## config.mk

```make
export PLATFORM = sky130hd
export DESIGN_NAME = run_record_crc_framer_top
export DESIGN_NICKNAME = d
export VERILOG_FILES = /design/src/rtl/rrcf_pkg.sv /design/src/rtl/run_record_crc_framer_top.sv /design/src/rtl/rrcf_out_stage.sv
export SDC_FILE = /design/constraint.sdc
export NUM_CORES = 1
export LEC_CHECK = 0
export BUFFER_PORTS_ARGS = -buffer_cell sky130_fd_sc_hd__buf_2
export CELL_PAD_IN_SITES_DETAIL_PLACEMENT = 1
export CELL_PAD_IN_SITES_GLOBAL_PLACEMENT = 2
export CORE_MARGIN = 1
export CORE_UTILIZATION = 39
export CTS_CLUSTER_SIZE = 10
export DETAILED_ROUTE_END_ITERATION = 10
export MAX_ROUTING_LAYER = met4
export PLACE_DENSITY = 0.87
export SLEW_MARGIN = 20
export SYNTH_ARGS = -nofsm -noshare
export SYNTH_HDL_FRONTEND = slang
export SYNTH_HIERARCHICAL = 1
export SYNTH_SLANG_ARGS = --single-unit
```

## constraint.sdc

```tcl
create_clock -name clk_i -period 6.36 [get_ports clk_i]
set_clock_uncertainty 0.15 [all_clocks]
set_input_delay 1.272 -clock clk_i [delete_from_list [all_inputs] [get_ports clk_i]]
set_output_delay 1.272 -clock clk_i [all_outputs]
set_load 0.01 [all_outputs]
```

## src/rtl/rrcf_pkg.sv

```systemverilog
// Shared types, codes and the CRC-32 byte fold for the run record framer.
// No dependencies; imported by rrcf_out_stage and run_record_crc_framer_top.
`timescale 1ns / 1ps
`default_nettype none

package rrcf_pkg;

  localparam logic [31:0] CRC_POLY     = 32'hEDB88320;
  localparam logic [31:0] CRC_PRESET   = 32'hFFFFFFFF;
  localparam logic [15:0] NO_RUN       = 16'hFFFF;
  localparam int unsigned TRAILER_LEN  = 6;
  localparam int unsigned BEAT_W       = $clog2(TRAILER_LEN);
  localparam logic [BEAT_W-1:0] BEAT_LAST = BEAT_W'(TRAILER_LEN - 1);

  typedef enum logic [1:0] {
    CMD_DATA  = 2'd0,
    CMD_OPEN  = 2'd1,
    CMD_CLOSE = 2'd2
  } cmd_e;

  typedef enum logic [1:0] {
    KIND_PAYLOAD = 2'd0,
    KIND_TRAILER = 2'd1,
    KIND_STATUS  = 2'd2
  } kind_e;

  typedef enum logic [1:0] {
    ST_OK      = 2'd0,
    ST_NO_RUN  = 2'd1,
    ST_IS_OPEN = 2'd2
  } status_e;

  // One pending result: a single word, or a six-word trailer.
  typedef struct packed {
    kind_e        kind;
    status_e      status;
    logic [15:0]  run;
    logic [31:0]  total;
    logic [47:0]  bytes;  // beat k takes bytes[8k+7:8k]
  } desc_t;

  function automatic logic [31:0] crc_fold(input logic [31:0] crc, input logic [7:0] b);
    logic [31:0] c;
    c = crc ^ {24'd0, b};
    for (int k = 0; k < 8; k++) begin
      c = c[0] ? ((c >> 1) ^ CRC_POLY) : (c >> 1);
    end
    return c;
  endfunction

endpackage

`default_nettype wire

```

## src/rtl/run_record_crc_framer_top.sv

```systemverilog
// Run record framer top: run state, CRC-32 fold, config registers and output stage.
// Depends on rrcf_pkg and rrcf_out_stage.
//
//  channel   dir  handshake                     content
//  s_axis    in   s_axis_tvalid/s_axis_tready   tdata: data_byte; tuser: command
//  m_axis    out  m_axis_tvalid/m_axis_tready   tdata: out_byte,status,run,total;
//                                               tuser: out_kind; tlast: last
//  cfg       in   cfg_we_i                      cfg_idx_i, cfg_wdata_i
//
// One input word per cycle; the run state and CRC update in the accepting cycle.
// Data, open and refused commands give one output word; a close gives six.
// An output register plus one skid entry buffer results; s_axis_tready drops
// only while the skid entry is occupied, e.g. during a stalled or playing trailer.
// Reset clears the run state, presets the CRC and empties the output stage.
`timescale 1ns / 1ps
`default_nettype none

module run_record_crc_framer_top (
  input  wire logic        clk_i,
  input  wire logic        rst_ni,
  input  wire logic        s_axis_tvalid,
  output logic             s_axis_tready,
  input  wire logic [7:0]  s_axis_tdata,   // [7:0] data_byte
  input  wire logic [1:0]  s_axis_tuser,   // [1:0] command
  output logic             m_axis_tvalid,
  input  wire logic        m_axis_tready,
  output logic [63:0]      m_axis_tdata,   // [7:0] out_byte, [9:8] status,
                                           // [25:10] run_number, [57:26] byte_total
  output logic [1:0]       m_axis_tuser,   // [1:0] out_kind
  output logic             m_axis_tlast,
  input  wire logic        cfg_we_i,
  input  wire logic        cfg_idx_i,
  input  wire logic [7:0]  cfg_wdata_i
);
  import rrcf_pkg::*;

  localparam logic CFG_MAGIC_HIGH = 1'b0;
  localparam logic CFG_MAGIC_LOW  = 1'b1;

  logic        run_open_q, run_open_d;
  logic [31:0] crc_q, crc_d;
  logic [31:0] count_q, count_d;
  logic [15:0] run_q, run_d;
  logic [7:0]  magic_high_q, magic_low_q;

  logic        accept, push, stage_ready;
  desc_t       desc;
  logic [31:0] crc_out;
  logic [31:0] count_inc;
  kind_e       out_kind;
  status_e     out_status;
  logic [7:0]  out_byte;
  logic [15:0] out_run;
  logic [31:0] out_total;

  assign s_axis_tready = stage_ready;
  assign accept        = s_axis_tvalid && stage_ready;
  assign crc_out       = crc_q ^ CRC_PRESET;
  assign count_inc     = count_q + 32'd1;

  always_comb begin
    run_open_d  = run_open_q;
    crc_d       = crc_q;
    count_d     = count_q;
    run_d       = run_q;
    push        = 1'b0;
    desc.kind   = KIND_STATUS;
    desc.status = ST_NO_RUN;
    desc.run    = NO_RUN;
    desc.total  = 32'd0;
    desc.bytes  = 48'd0;
    if (accept) begin
      unique case (cmd_e'(s_axis_tuser))
        CMD_DATA: begin
          push = 1'b1;
          if (run_open_q) begin
            count_d     = count_inc;
            crc_d       = crc_fold(crc_q, s_axis_tdata);
            desc.kind   = KIND_PAYLOAD;
            desc.status = ST_OK;
            desc.run    = run_q;
            desc.total  = count_inc;
            desc.bytes  = {40'd0, s_axis_tdata};
          end
        end
        CMD_OPEN: begin
          push     = 1'b1;
          desc.run = run_q;
          if (run_open_q) begin
            desc.status = ST_IS_OPEN;
            desc.total  = count_q;
          end else begin
            run_open_d  = 1'b1;
            count_d     = 32'd0;
            crc_d       = CRC_PRESET;
            desc.status = ST_OK;
          end
        end
        CMD_CLOSE: begin
          push = 1'b1;
          if (run_open_q) begin
            desc.kind   = KIND_TRAILER;
            desc.status = ST_OK;
            desc.run    = run_q;
            desc.total  = count_q;
            desc.bytes  = {crc_out, magic_low_q, magic_high_q};
            run_open_d  = 1'b0;
            count_d     = 32'd0;
            crc_d       = CRC_PRESET;
            run_d       = run_q + 16'd1;
          end
        end
        default: push = 1'b0;
      endcase
    end
  end

  always_ff @(posedge clk_i or negedge rst_ni) begin
    if (!rst_ni) begin
      run_open_q   <= 1'b0;
      crc_q        <= CRC_PRESET;
      count_q      <= 32'd0;
      run_q        <= 16'd0;
      magic_high_q <= 8'd0;
      magic_low_q  <= 8'd0;
    end else begin
      run_open_q <= run_open_d;
      crc_q      <= crc_d;
      count_q    <= count_d;
      run_q      <= run_d;
      if (cfg_we_i) begin
        unique case (cfg_idx_i)
          CFG_MAGIC_HIGH: magic_high_q <= cfg_wdata_i;
          CFG_MAGIC_LOW:  magic_low_q  <= cfg_wdata_i;
          default:        magic_low_q  <= magic_low_q;
        endcase
      end
    end
  end

  rrcf_out_stage u_out (
    .clk_i    (clk_i),
    .rst_ni   (rst_ni),
    .push_i   (push),
    .desc_i   (desc),
    .ready_o  (stage_ready),
    .valid_o  (m_axis_tvalid),
    .take_i   (m_axis_tready),
    .kind_o   (out_kind),
    .byte_o   (out_byte),
    .status_o (out_status),
    .run_o    (out_run),
    .total_o  (out_total),
    .last_o   (m_axis_tlast)
  );

  assign m_axis_tuser = out_kind;
  assign m_axis_tdata = {6'd0, out_total, out_run, out_status, out_byte};

`ifndef SYNTH
  a_close_bumps_run: assert property (@(posedge clk_i) disable iff (!rst_ni)
    (accept && s_axis_tuser == CMD_CLOSE && run_open_q) |=> (run_q == $past(run_q) + 16'd1))
    else $error("run number not advanced on close");

  a_closed_idle_state: assert property (@(posedge clk_i) disable iff (!rst_ni)
    !run_open_q |-> (count_q == 32'd0)) else $error("byte count held without open run");

  a_refused_data_holds: assert property (@(posedge clk_i) disable iff (!rst_ni)
    (accept && s_axis_tuser == CMD_DATA && !run_open_q) |=> $stable(crc_q))
    else $error("CRC changed on refused data");
`endif

endmodule

`default_nettype wire

```

## src/rtl/rrcf_out_stage.sv

```systemverilog
// Output register with one skid entry; plays out single words and six-word trailers.
// Depends on rrcf_pkg.
`timescale 1ns / 1ps
`default_nettype none

module rrcf_out_stage (
  input  wire logic           clk_i,
  input  wire logic           rst_ni,
  input  wire logic           push_i,
  input  wire rrcf_pkg::desc_t desc_i,
  output logic                ready_o,
  output logic                valid_o,
  input  wire logic           take_i,
  output rrcf_pkg::kind_e     kind_o,
  output logic [7:0]          byte_o,
  output rrcf_pkg::status_e   status_o,
  output logic [15:0]         run_o,
  output logic [31:0]         total_o,
  output logic                last_o
);
  import rrcf_pkg::*;

  desc_t              out_q, out_d, skid_q, skid_d;
  logic               out_valid_q, out_valid_d, skid_valid_q, skid_valid_d;
  logic [BEAT_W-1:0]  beat_q, beat_d;
  logic               fire, last_beat, done;

  assign fire      = out_valid_q && take_i;
  assign last_beat = (out_q.kind != KIND_TRAILER) || (beat_q == BEAT_LAST);
  assign done      = fire && last_beat;
  assign ready_o   = !skid_valid_q;

  always_comb begin
    out_d        = out_q;
    out_valid_d  = out_valid_q;
    skid_d       = skid_q;
    skid_valid_d = skid_valid_q;
    beat_d       = beat_q;
    if (done) begin
      beat_d = '0;
      if (skid_valid_q) begin
        out_d        = skid_q;
        skid_valid_d = 1'b0;
      end else if (push_i) begin
        out_d = desc_i;
      end else begin
        out_valid_d = 1'b0;
      end
    end else begin
      if (fire) beat_d = beat_q + BEAT_W'(1);
      if (push_i) begin
        if (!out_valid_q) begin
          out_d       = desc_i;
          out_valid_d = 1'b1;
        end else begin
          skid_d       = desc_i;
          skid_valid_d = 1'b1;
        end
      end
    end
  end

  always_ff @(posedge clk_i or negedge rst_ni) begin
    if (!rst_ni) begin
      out_valid_q  <= 1'b0;
      skid_valid_q <= 1'b0;
      beat_q       <= '0;
    end else begin
      out_valid_q  <= out_valid_d;
      skid_valid_q <= skid_valid_d;
      beat_q       <= beat_d;
    end
  end

  always_ff @(posedge clk_i) begin
    out_q  <= out_d;
    skid_q <= skid_d;
  end

  always_comb begin
    unique case (beat_q)
      3'd0:    byte_o = out_q.bytes[7:0];
      3'd1:    byte_o = out_q.bytes[15:8];
      3'd2:    byte_o = out_q.bytes[23:16];
      3'd3:    byte_o = out_q.bytes[31:24];
      3'd4:    byte_o = out_q.bytes[39:32];
      3'd5:    byte_o = out_q.bytes[47:40];
      default: byte_o = 8'd0;
    endcase
  end

  assign valid_o  = out_valid_q;
  assign kind_o   = out_q.kind;
  assign status_o = out_q.status;
  assign run_o    = out_q.run;
  assign total_o  = out_q.total;
  assign last_o   = last_beat;

`ifndef SYNTH
  a_skid_needs_out: assert property (@(posedge clk_i) disable iff (!rst_ni)
    skid_valid_q |-> out_valid_q) else $error("skid entry held without output word");

  a_beat_in_range: assert property (@(posedge clk_i) disable iff (!rst_ni)
    beat_q <= BEAT_LAST) else $error("trailer beat index out of range");

  a_beat_only_trailer: assert property (@(posedge clk_i) disable iff (!rst_ni)
    (out_valid_q && beat_q != '0) |-> (out_q.kind == KIND_TRAILER))
    else $error("beat advanced on a single-word result");

  a_push_lands: assert property (@(posedge clk_i) disable iff (!rst_ni)
    (push_i && !done) |=> out_valid_q) else $error("pushed word lost");
`endif

endmodule

`default_nettype wire
```

Word-level counts from Yosys, hierarchy flattened. Cells that the tools add are included.

$add $sub $neg: 3. Equality and inequality tests: 14. Multiplexer cells: 41. Bitwise gates (word level): 12. Reductions and logical operators: 24.

Operators with widths (count): two-way mux 100 bit (8); two-way mux 32 bit (14); case mux 32 bit (3 select lines) (2); case mux 50 bit (3 select lines) (1); inverter 13 -> 14 bit (8); case mux 48 bit (2 select lines) (1); case mux 8 bit (6 select lines) (1); adder 32 x 1 -> 32 bit, second input constant (1); inverter 32 bit (1); bitwise XOR 32 x 8 -> 32 bit (1); adder 16 x 1 -> 16 bit, second input constant (1); != test 2 bit, second input constant (6); AND reduction 3 bit (4); nonzero test 2 bit (5); two-way mux 1 bit (9); AND reduction 2 bit (4); == test 3 x 2 -> 1 bit, second input constant (2); == test 3 bit, second input constant (2); two-way mux 3 bit (2); AND reduction 5 bit (1); case mux 2 bit (2 select lines) (1); AND reduction 4 bit (1); adder 3 x 1 -> 3 bit, second input constant (1); == test 3 x 1 -> 1 bit, second input constant (1); 13 further kinds (16).

Bits in registers: 302. Bits of input ports: 24. Output and inout port bits: 69. Word-level logic and storage cells: 113.

Depth between registers and ports, before layout. Gate-level depths: netlist of the first run.

Depth in word-level cells: 19. Gate-level depth with buffers: 12. Mapped depth without buffers: 8.

Hierarchy. Netlist of the first run, hierarchy kept.

Modules (own cells, without submodules): rrcf_out_stage (times used 1, cells an instance 448, area an instance 8668.3 µm², sequential area each 6130.9 µm²); run_record_crc_framer_top (times used 1, cells an instance 726, area an instance 6389.9 µm², sequential area each 2467.4 µm²).

Worst setup path after synthesis of the first run. Ideal clock, no wire load.

Path type: in2reg. Start point: input s_axis_tuser[0]. End point: register u_out/skid_q[0] (netlist name), enable pin. Library setup time: 0.618 ns. Arrival: 7.000 ns. Required time: 5.592 ns. Slack: -1.408 ns. Stages: 6. Buffers on the path: 1. Cells stage by stage: ha_1 or2_1 buf_2 inv_2 nand2_1 a31oi_1.

Cells in the longest elaborated chain, start to end: 5. Elaborated cells between the ends (all ways): 7. Classes of those cells: eq/ne: 2; mux: 2; reduce/logical: 3.

RTL lines: from (decl) (line run_record_crc_framer_top.sv:24) `input wire logic [1:0] s_axis_tuser,`; == test 2 bit, or another cell as far along (line run_record_crc_framer_top.sv:73) `unique case (cmd_e'(s_axis_tuser))`; OR reduction 3 bit (no line) (*); two-way mux 1 bit (*) (line run_record_crc_framer_top.sv:73); two-way mux 1 bit (*) (line run_record_crc_framer_top.sv:72) `if (accept) begin`; net push (line run_record_crc_framer_top.sv:46) `logic accept, push, stage_ready;`; AND reduction 3 bit (no line) (*); to (signal assigned) (line rrcf_out_stage.sv:77) `skid_q <= skid_d;`; to (decl) (line rrcf_out_stage.sv:23) `desc_t out_q, out_d, skid_q, skid_d;`.

Mark *: on every way through the listed nets, which the timed path passes. The rest lies on a longest branch. A chain may end at the register's enable or synchronous reset.

Worst setup path after layout of the first run.
Start point: register u_out.beat_q[2]. End point: output m_axis_tdata[6].

Cells in the longest elaborated chain, start to end: 2. Elaborated cells between the ends (all ways): 7. Classes of those cells: eq/ne: 5; mux: 1; reduce/logical: 1.

RTL lines: from (decl) (line rrcf_out_stage.sv:25) `logic [BEAT_W-1:0] beat_q, beat_d;`; from (signal assigned) (line rrcf_out_stage.sv:71) `beat_q <= beat_d;`; == test 3 bit, or another cell as far along (line rrcf_out_stage.sv:81) `unique case (beat_q)`; case mux 8 bit (6 select lines) (*) (line rrcf_out_stage.sv:81); to (decl) (line run_record_crc_framer_top.sv:27) `output logic [63:0] m_axis_tdata,`.

Every way passes the cells marked *; elsewhere a longest branch is shown, timed or not.

==> impl_metrics.py, run 1 <==
metrics = {
    "clock_network": {
        "tritoncts": "done",
        "root_buffer": "clkbuf_16",
        "cts_inserted_buffers": 38,
        "cts_max_level": 2,
        "insertion_delay_ns": 0.54,
        "post-cts-setup-buffers": 0,
        "clk_path_buf_depth": 3,
        "cts_resized": 0,
        "path_clk_slew_ns": 0.06,
        "hold_buffers": 0,
        "clkSinkCount": 302,
    },
    "pwr": {
        "p_comb_frac": 0.036,
        "p_leak_nw": 6.30,
        "power_w": 0.00423,
        "power_density_mw_per_mm2": 254,
        "peakVddDrop_mv": 0.159,
        "p_clk_frac": 0.466,
        "p_int_w": 0.00332,
        "power_frac_seq": 0.498,
        "power_switching_share": 0.214,
        "switching_power_w": 0.000906,
    },
    "worst_setup_path": {
        "path_depth": 5,
        "critPathCapture": "m_axis_tdata[6]",
        "r2r_start": "u_out/beat_q[1]",
        "max_stage_delay_ns": 0.86,
        "cpLargestDelayFamily": "flip-flops",
        "r2r.worst_path.cells": 7,
        "crit_chain": "inv_1 -> ha_1 -> a222oi_1 -> nand2_1 -> buf_2",
        "crit_path_start_kind": "flop",
        "worstPathArrival_ns": 2.64,
        "r2r-end": "u_out/run_o[15]",
        "setup.worst_path.end_class": "output pin",
        "critPathLaunch": "u_out/beat_q[2]",
        "rrSetupSlack_ns": 2.84,
        "worstPathRequired_ns": 4.94,
        "cp_max_fo": 20,
        "crit_slowest_cell": "dfrtp_1",
        "critPathBufInv": 2,
        "path_class": "flop to output pin",
    },
    "global_routing": {
        "grt_overflow_total": 0,
        "grt_max_degree": 77,
        "gr-usage-met3": 0.0287,
        "grt_pass1_vias": 9778,
        "met2_usage": 0.321,
        "grt_busiest_layer": "met2",
        "met1_usage": 0.249,
        "grt_pass1_wl_um": 57500,
        "antenna_found_initial": 0,
        "track_usage": 0.194,
    },
    "final_layout": {
        "regArea_mm2": 0.00860,
        "drive_above_1_share": 0.262,
        "area_growth_syn_to_layout_pct": 10.5,
        "num_antenna_cells": 0,
        "multi_input_area_mm2": 0.00564,
        "post_layout_nonfiller_instances": 1728,
        "nNetsFinal": 1224,
        "fillers": 4002,
    },
    "synthesis": {
        "yosysTopAreaCellShare": 0.399,
        "ys_types": 62,
        "synth_top_cell_by_area": "edfxtp_1",
        "avgSynthCellArea_um2": 12.8,
        "synth-async-reset-ratio": 0.338,
        "synth_edf_count": 200,
        "synth_warnings": 6,
        "synth_area_mm2": 0.0151,
        "synth.ff_latch_count": 302,
        "synth_area_leaders": "edfxtp_1, dfrtp_1, mux2_4, dfstp_2, xnor2_1",
        "synth_ff_type": "edfxtp_1",
        "ys_seq_area_frac": 0.571,
        "synthCells": 1174,
    },
    "route": {
        "vias": 9353,
        "drt_iter0_drc": 592,
        "ant_nets": 0,
        "first_pass_iters": 5,
        "drc": 0,
        "wire_per_inst_um": 21.2,
        "finalWirelength_um": 36700,
        "via_per_inst": 5.41,
    },
    "timing": {
        "fin_crit_sh": 0.639,
        "whs_ns": 0.345,
        "worst_pin_slew_ns": 1.02,
        "fin_tns_setup_ns": 0,
        "maxSlewHeadroom": 0.317,
        "report.final.hold_viol_count": 0,
        "maxSlewViolCount": 0,
        "fmax_mhz": 246,
        "fin_crit_ns": 4.06,
        "finalSetupViolations": 0,
        "rsz0062_at_grt": "no",
    },
    "die": {
        "core_mm2": 0.0378,
        "ios": 93,
        "start_util": 0.398,
        "die_area_mm2": 0.0394,
        "rows": 71,
        "die_y_um": 198,
        "die_x_um": 198,
    },
    "placement": {
        "portBuffers": 86,
        "gp_congestion": 0.755,
        "numPlacedInstances": 1660,
        "hpwl_um": 23600,
    },
    "run_status": {
        "status": "complete, no violations",
    },
    "flow_run": {
        "drv_cap": 0,
    },
    "worst_hold_path": {
        "min_delay_path_depth": 1,
        "hold_class": "flop to flop",
        "hold_path.startpoint": "run_q[15]",
    },
}
-- stage by stage --
stage	util	setup WS, ns	cell area, um^2
global route	0.440	2.16	16600
floorplan	-	0.705	15100
detailed placement	0.410	2.17	15500
finish	0.440	2.30	16600
CTS	0.440	2.24	16600
global placement	0.410	2.27	15500
-- synth_stat cells, types with 3 or more instances --
cell type	instances
nor2b_1	3
a22oi_1	23
and3_1	11
buf_6	10
nand3_1	25
and4_1	7
and2_1	13
edfxtp_1	200
dfrtp_1	70
nor2_1	88
buf_2	9
dfstp_2	32
mux2_4	100
xnor2_1	55
a22o_1	11
ha_1	11
xnor2_2	6
a41oi_1	6
inv_1	20
o22a_1	3
nor3_1	6
o22ai_1	4
a21oi_1	69
o21ai_0	56
clkbuf_1	48
clkbuf_2	3
xor2_1	20
o31ai_1	12
buf_4	59
a311oi_1	5
a31oi_1	22
a21o_1	23
mux2_2	21
nand4_1	16
nand2_1	49
or3_1	23
-- sequential cells by signal, indices dropped and copies added, names as in the netlist --
signal              count
u_out/skid_q          100
u_out/out_q            48
count_q                32
crc_q                  32
u_out/total_o          32
run_q                  16
u_out/run_o            16
magic_high_q            8
magic_low_q             8
u_out/beat_q            3
u_out/kind_o            2
u_out/status_o          2
run_open_q              1
u_out/skid_valid_q      1
u_out/valid_o           1
-- per-layer routing --
layer | routed length, um | vias to the layer above | share of wire
li1 | - | 4282 | -
met1 | 16500 | 4855 | 0.45
met2 | 17900 | 165 | 0.49
met3 | 1400 | 51 | 0.038
met4 | 867 | 0 | 0.024
met5 | 0 | - | 0
-- how the worst min path moves through the flow --
| stage | end | slack, ns |
|---|---|---|
| detailed placement | run_q[15] | 0.32 |
| global placement | run_q[15] | 0.32 |
| finish | run_q[15] | 0.34 |
| floorplan | run_q[15] | 0.30 |
| global route | magic_low_q[5] | 0.37 |
| CTS | run_q[15] | 0.34 |
-- worst register-to-register path, stage by stage, from the launching register on --
cell       delay, ns
dfrtp_1         0.39
inv_1           0.08
ha_1            0.45
and2_1          0.34
o2111ai_4       0.20
buf_4           0.57
buf_4           0.66
mux2_4          0.42
-- power by group through the flow --
| stage | Clock (W) | Sequential (W) | Combinational (W) |
|---|---|---|---|
| 6_report | 0.00197 | 0.00210 | 0.000154 |
| 2_1_floorplan | 0 | 0.00214 | 0.000106 |
| 3_5_place_dp | 0 | 0.00214 | 0.000155 |
| 3_3_place_gp | 0 | 0.00214 | 0.000151 |
| 4_1_cts | 0.00202 | 0.00210 | 0.000157 |
| 5_1_grt | 0.00208 | 0.00211 | 0.000167 |
-- placed cells by master (no fill, tap or decap), drive strengths merged, types with 3 or more instances in the layout --
cell type / synthesis / routed
a311oi: 5 / 5
nor2: 88 / 88
clkbuf: 51 / 63
o31ai: 12 / 12
nor3: 7 / 7
mux2: 121 / 121
a41oi: 6 / 6
xnor3: 3 / 3
a22oi: 23 / 23
a22o: 11 / 11
o22ai: 4 / 4
and3: 11 / 11
nand4: 17 / 17
a21oi: 69 / 69
dfrtp: 70 / 70
xor2: 21 / 21
and2: 14 / 14
a21o: 23 / 23
xnor2: 62 / 62
o22a: 3 / 3
nand2: 49 / 49
a31oi: 22 / 22
buf: 80 / 101
nor2b: 3 / 3
nand3: 25 / 25
conb: 1 / 6
and4: 7 / 7
ha: 11 / 11
inv: 21 / 22
edfxtp: 200 / 200
o21ai: 56 / 56
dfstp: 32 / 32
or3: 23 / 23
-- cell type report --
cell class	count	share of cell area
multi-input combinational	725	0.339
clock buffer	63	0.0653
inverter	21	0.00474
tap	511	0.0384
sequential	302	0.517
clock inverter	5	0.00196
timing repair buffer	101	0.0335
-- logic make-up (layout without fill, tap and decap cells) --
group                      after synthesis  count (layout)  share of synthesized area
adders and majority gates               11              11                    0.00914
DFF                                    302             302                      0.571
AOI/OAI and AO/OA                      245             245                      0.102
other                                    1               6                   0.000249
and+or+nand+nor                        254             254                     0.0846
buffers and inverters                  152             190                     0.0586
xor gates and xnor gates                86              86                     0.0577
muxes                                  123             123                      0.117
(Power assumes the default switching activity.)
==> inputs of run 2 (changes only) <==
==> constraint.sdc (replaced) <==
create_clock -name clk_i -period 3.5 [get_ports clk_i]
set_clock_uncertainty 0.15 [all_clocks]
set_input_delay 0.7 -clock clk_i [delete_from_list [all_inputs] [get_ports clk_i]]
set_output_delay 0.7 -clock clk_i [all_outputs]
set_load 0.01 [all_outputs]
==> impl_metrics.py, run 2 (same netlist as run 1, synthesis figures left out) <==
metrics = {
    "route": {
        "first_pass_iters": 5,
        "finalWirelength_um": 37300,
        "drc": 0,
        "vias": 9368,
        "ant_nets": 0,
        "wire_per_inst_um": 21.3,
        "drt_iter0_drc": 540,
        "via_per_inst": 5.35,
    },
    "worst_setup_path": {
        "r2r-end": "u_out/total_o[28]",
        "crit_top_cell": "a22oi_1",
        "worstPathRequired_ns": 2.65,
        "r2r.worst_path.cells": 7,
        "cp_max_fo": 11,
        "path_class": "flop to output pin",
        "max_stage_delay_ns": 0.52,
        "cpLargestDelayFamily": "compound AO/OA/AOI/OAI gates",
        "rrSetupSlack_ns": 0.54,
        "worstPathArrival_ns": 2.33,
        "critPathBufInv": 2,
        "crit_path_start_kind": "flop",
        "setup.worst_path.end_class": "output pin",
        "r2r_start": "count_q[0]",
        "crit_chain": "inv_1 -> ha_1 -> a22oi_1 -> a22oi_1 -> a21o_1 -> buf_2",
        "crit_slowest_cell": "ha_1",
    },
    "global_routing": {
        "track_usage": 0.201,
        "grt_overflow_total": 0,
        "grt_pass1_wl_um": 58900,
        "antenna_found_initial": 1,
        "grt_pass1_vias": 10100,
        "grt_max_degree": 61,
    },
    "die": {
        "die_y_um": 198,
        "die_x_um": 198,
        "ios": 93,
        "die_area_mm2": 0.0394,
        "start_util": 0.398,
        "rows": 71,
        "core_mm2": 0.0378,
    },
    "worst_hold_path": {
        "hold_class": "primary input to async pin",
    },
    "clock_network": {
        "hold_buffers": 0,
        "post-cts-setup-buffers": 0,
        "clk_path_buf_depth": 3,
        "cts_resized": 0,
        "clkSinkCount": 302,
        "tritoncts": "done",
        "cts_inserted_buffers": 37,
        "insertion_delay_ns": 0.54,
        "path_clk_slew_ns": 0.06,
        "root_buffer": "clkbuf_16",
        "cts_max_level": 2,
    },
    "timing": {
        "fin_tns_setup_ns": 0,
        "maxSlewHeadroom": 0.409,
        "fmax_mhz": 315,
        "fin_crit_sh": 0.908,
        "whs_ns": 0.156,
        "report.final.hold_viol_count": 0,
        "worst_pin_slew_ns": 0.887,
        "fin_crit_ns": 3.18,
        "fin_ws_ns": 0.322,
        "maxSlewViolCount": 0,
        "rsz0062_at_grt": "no",
        "finalSetupViolations": 0,
    },
    "flow_run": {
        "drv_cap": 0,
    },
    "final_layout": {
        "largest_register_ff_count": 100,
        "nNetsFinal": 1246,
        "layout_common_cells": "edfxtp_1, mux2_4, nor2_1",
        "drive_above_1_share": 0.276,
        "top_regs": "u_out/skid_q: 100 flops, u_out/out_q: 48 flops",
        "area_growth_syn_to_layout_pct": 12.2,
        "final_common_cell": "edfxtp_1",
        "top_register": "u_out/skid_q",
    },
    "pwr": {
        "peakVddDrop_mv": 0.254,
        "p_leak_nw": 6.46,
        "power_density_mw_per_mm2": 452,
        "power_w": 0.00764,
    },
    "run_status": {
        "status": "complete, no violations",
    },
    "placement": {
        "gp_congestion": 0.780,
        "dpl_worst_slack_ns": 0.484,
        "portBuffers": 86,
        "hpwl_um": 24400,
    },
}
==> run 2: changes by cell type in the layout (fill, tap and decap cells not counted), sizes merged <==
cell,before,now
buf,101,124
inv,22,21
clkinv,2,3
clkinvlp,2,0
clkbuf,63,64
diode,0,1
==> run 2: metal layers <==
| layer | share of wire | global-route usage | vias up |
|---|---|---|---|
| li1 | - | - | 4314 |
| met1 | 0.45 | 0.255 | 4825 |
| met2 | 0.49 | 0.329 | 177 |
| met3 | 0.043 | 0.0368 | 52 |
| met4 | 0.021 | 0.0541 | 0 |
| met5 | 0 | - | - |
==> run 2: layout make-up <==
cell class	instances	area, um^2
fill	3947	20900
sequential	302	8600
multi-input combinational	725	5660
clock buffer	64	1080
timing repair buffer	124	806
tap	511	639
inverter	21	86.3
clock inverter	3	26.3
antenna	1	2.50
==> run 2: where the power goes <==
group / internal (W) / switching (W) / leakage, nW
Clock: 0.00209 / 0.00145 / 0.532
Sequential: 0.00380 / 0.0000181 / 2.77
Combinational: 0.000128 / 0.000161 / 3.16
==> run 2: worst max path at each step <==
stage,startpoint,end,cells after the start
detailed placement,s_axis_tuser[0],u_out/run_o[6],7
floorplan,s_axis_tuser[0],u_out/skid_q[0],6
finish,u_out/beat_q[0],m_axis_tdata[5],6
global route,u_out/beat_q[2],m_axis_tdata[6],5
CTS,u_out/beat_q[0],m_axis_tdata[5],6
global placement,s_axis_tuser[0],u_out/run_o[0],7
==> run 2: through the flow <==
step | util | area (um^2) | instances
5_1_grt | 0.447 | 16900 | 1751
3_5_place_dp | 0.417 | 15800 | 1683
2_1_floorplan | - | 15100 | 1179
3_3_place_gp | 0.417 | 15800 | 1683
4_1_cts | 0.446 | 16900 | 1750
6_report | 0.447 | 16900 | 1751
==> inputs of run 3 (changes only) <==
--- a/config.mk
+++ b/config.mk
@@ -5,7 +5,7 @@
 export SDC_FILE = /design/constraint.sdc
 export NUM_CORES = 1
 export LEC_CHECK = 0
-export BUFFER_PORTS_ARGS = -buffer_cell sky130_fd_sc_hd__buf_2
+export BUFFER_PORTS_ARGS = -buffer_cell sky130_fd_sc_hd__buf_4
 export CELL_PAD_IN_SITES_DETAIL_PLACEMENT = 1
 export CELL_PAD_IN_SITES_GLOBAL_PLACEMENT = 2
 export CORE_MARGIN = 1
==> impl_metrics.py, run 3 (same netlist as run 1, synthesis figures left out) <==
metrics = {
    "final_layout": {
        "nNetsFinal": 1239,
        "layout_common_cells": "edfxtp_1, buf_4, mux2_4",
        "largest_register_ff_count": 100,
        "top_register": "u_out/skid_q",
        "final_common_cell": "edfxtp_1",
        "num_antenna_cells": 0,
        "drive_above_1_share": 0.269,
        "utilization": 0.450,
        "area_growth_syn_to_layout_pct": 13.0,
        "design_area_mm2": 0.0170,
        "top_regs": "u_out/skid_q: 100 flops, u_out/out_q: 48 flops",
    },
    "pwr": {
        "p_leak_nw": 6.50,
        "power_w": 0.00759,
        "peakVddDrop_mv": 0.270,
        "power_density_mw_per_mm2": 446,
    },
    "route": {
        "wire_per_inst_um": 21.5,
        "drt_iter0_drc": 547,
        "ant_nets": 0,
        "finalWirelength_um": 37500,
        "vias": 9441,
        "drc": 0,
        "via_per_inst": 5.42,
        "first_pass_iters": 4,
    },
    "clock_network": {
        "clkSinkCount": 302,
        "hold_buffers": 0,
        "post-cts-setup-buffers": 0,
        "root_buffer": "clkbuf_16",
        "clk_path_buf_depth": 3,
        "path_clk_slew_ns": 0.06,
        "tritoncts": "done",
        "cts_resized": 0,
        "cts_max_level": 2,
        "insertion_delay_ns": 0.52,
        "cts_inserted_buffers": 37,
    },
    "die": {
        "ios": 93,
        "rows": 71,
        "core_mm2": 0.0378,
        "die_x_um": 198,
        "die_area_mm2": 0.0394,
        "die_y_um": 198,
        "start_util": 0.398,
    },
    "worst_setup_path": {
        "path_class": "flop to output pin",
        "crit_path_start_kind": "flop",
        "cp_max_fo": 15,
        "r2r_start": "count_q[0]",
        "max_stage_delay_ns": 0.61,
        "r2r.worst_path.cells": 7,
        "rrSetupSlack_ns": 0.50,
        "critPathBufInv": 2,
        "worstPathRequired_ns": 2.65,
        "worstPathArrival_ns": 2.44,
        "r2r-end": "u_out/total_o[30]",
        "cpLargestDelayFamily": "compound AO/OA/AOI/OAI gates",
        "crit_top_cell": "a22oi_1",
        "setup.worst_path.end_class": "output pin",
        "crit_slowest_cell": "ha_1",
        "crit_chain": "inv_1 -> ha_1 -> a22oi_1 -> a22oi_1 -> a21o_1 -> buf_4",
    },
    "timing": {
        "rsz0062_at_grt": "no",
        "fin_tns_setup_ns": 0,
        "fin_crit_sh": 0.940,
        "report.final.hold_viol_count": 0,
        "worst_pin_slew_ns": 0.769,
        "maxSlewHeadroom": 0.485,
        "finalSetupViolations": 0,
        "fmax_mhz": 304,
        "fin_crit_ns": 3.29,
        "maxSlewViolCount": 0,
    },
    "worst_hold_path": {
        "hold_class": "primary input to async pin",
    },
    "placement": {
        "portBuffers": 86,
        "gp_congestion": 0.782,
        "hpwl_um": 24300,
        "placed_area_mm2": 0.0159,
    },
    "global_routing": {
        "antenna_found_initial": 0,
        "grt_pass1_wl_um": 59600,
        "grt_pass1_vias": 10000,
        "track_usage": 0.200,
        "grt_overflow_total": 0,
        "grt_max_degree": 74,
    },
    "run_status": {
        "status": "complete, no violations",
    },
    "flow_run": {
        "drv_cap": 0,
    },
}
==> run 3: changes by cell type in the layout (fill, tap and decap cells not counted), sizes merged <==
| cell | before | now |
|---|---|---|
| buf | 124 | 117 |
| diode | 1 | 0 |
==> run 3: worst max-delay path by stage <==
stage / end / cells past startpoint / from
2_1_floorplan: u_out/skid_q[0] / 6 / s_axis_tuser[0]
3_3_place_gp: u_out/run_o[8] / 7 / s_axis_tuser[0]
3_5_place_dp: u_out/run_o[15] / 7 / s_axis_tuser[0]
4_1_cts: m_axis_tdata[5] / 6 / u_out/beat_q[1]
5_1_grt: m_axis_tdata[5] / 6 / u_out/beat_q[1]
6_report: m_axis_tdata[5] / 6 / u_out/beat_q[1]
==> run 3: layout make-up <==
cell class                      instances  area [um^2]
Tap cell                              511          639
Multi-Input combinational cell        725         5660
Sequential cell                       302         8600
Timing Repair Buffer                  117          941
Inverter                               21         86.3
Clock buffer                           64         1060
Fill cell                            3962        20800
Clock inverter                          3         28.8
==> run 3: power by group <==
part	internal (W)	switching, W	leakage, nW	total (W)
sequential	0.00380	0.0000175	2.77	0.00382
clock	0.00205	0.00143	0.518	0.00348
combinational	0.000133	0.000161	3.21	0.000295
==> run 3: per-stage QoR <==
step                      instances  setup WS [ns]  hold WS, ns
after floorplan                1179         -0.127        0.254
after global placement         1676          0.626        0.322
after detailed placement       1676          0.538        0.334
after CTS                      1743          0.161        0.124
after global routing           1743         0.0934        0.159
final                          1743          0.208        0.118
==> run 3: routing by layer <==
layer,up-vias,part of all wire,GRT usage
met2,202,0.49,0.318
met5,-,0,-
met4,0,0.023,0.0544
met3,49,0.041,0.0300
met1,4879,0.45,0.266
li1,4311,-,-
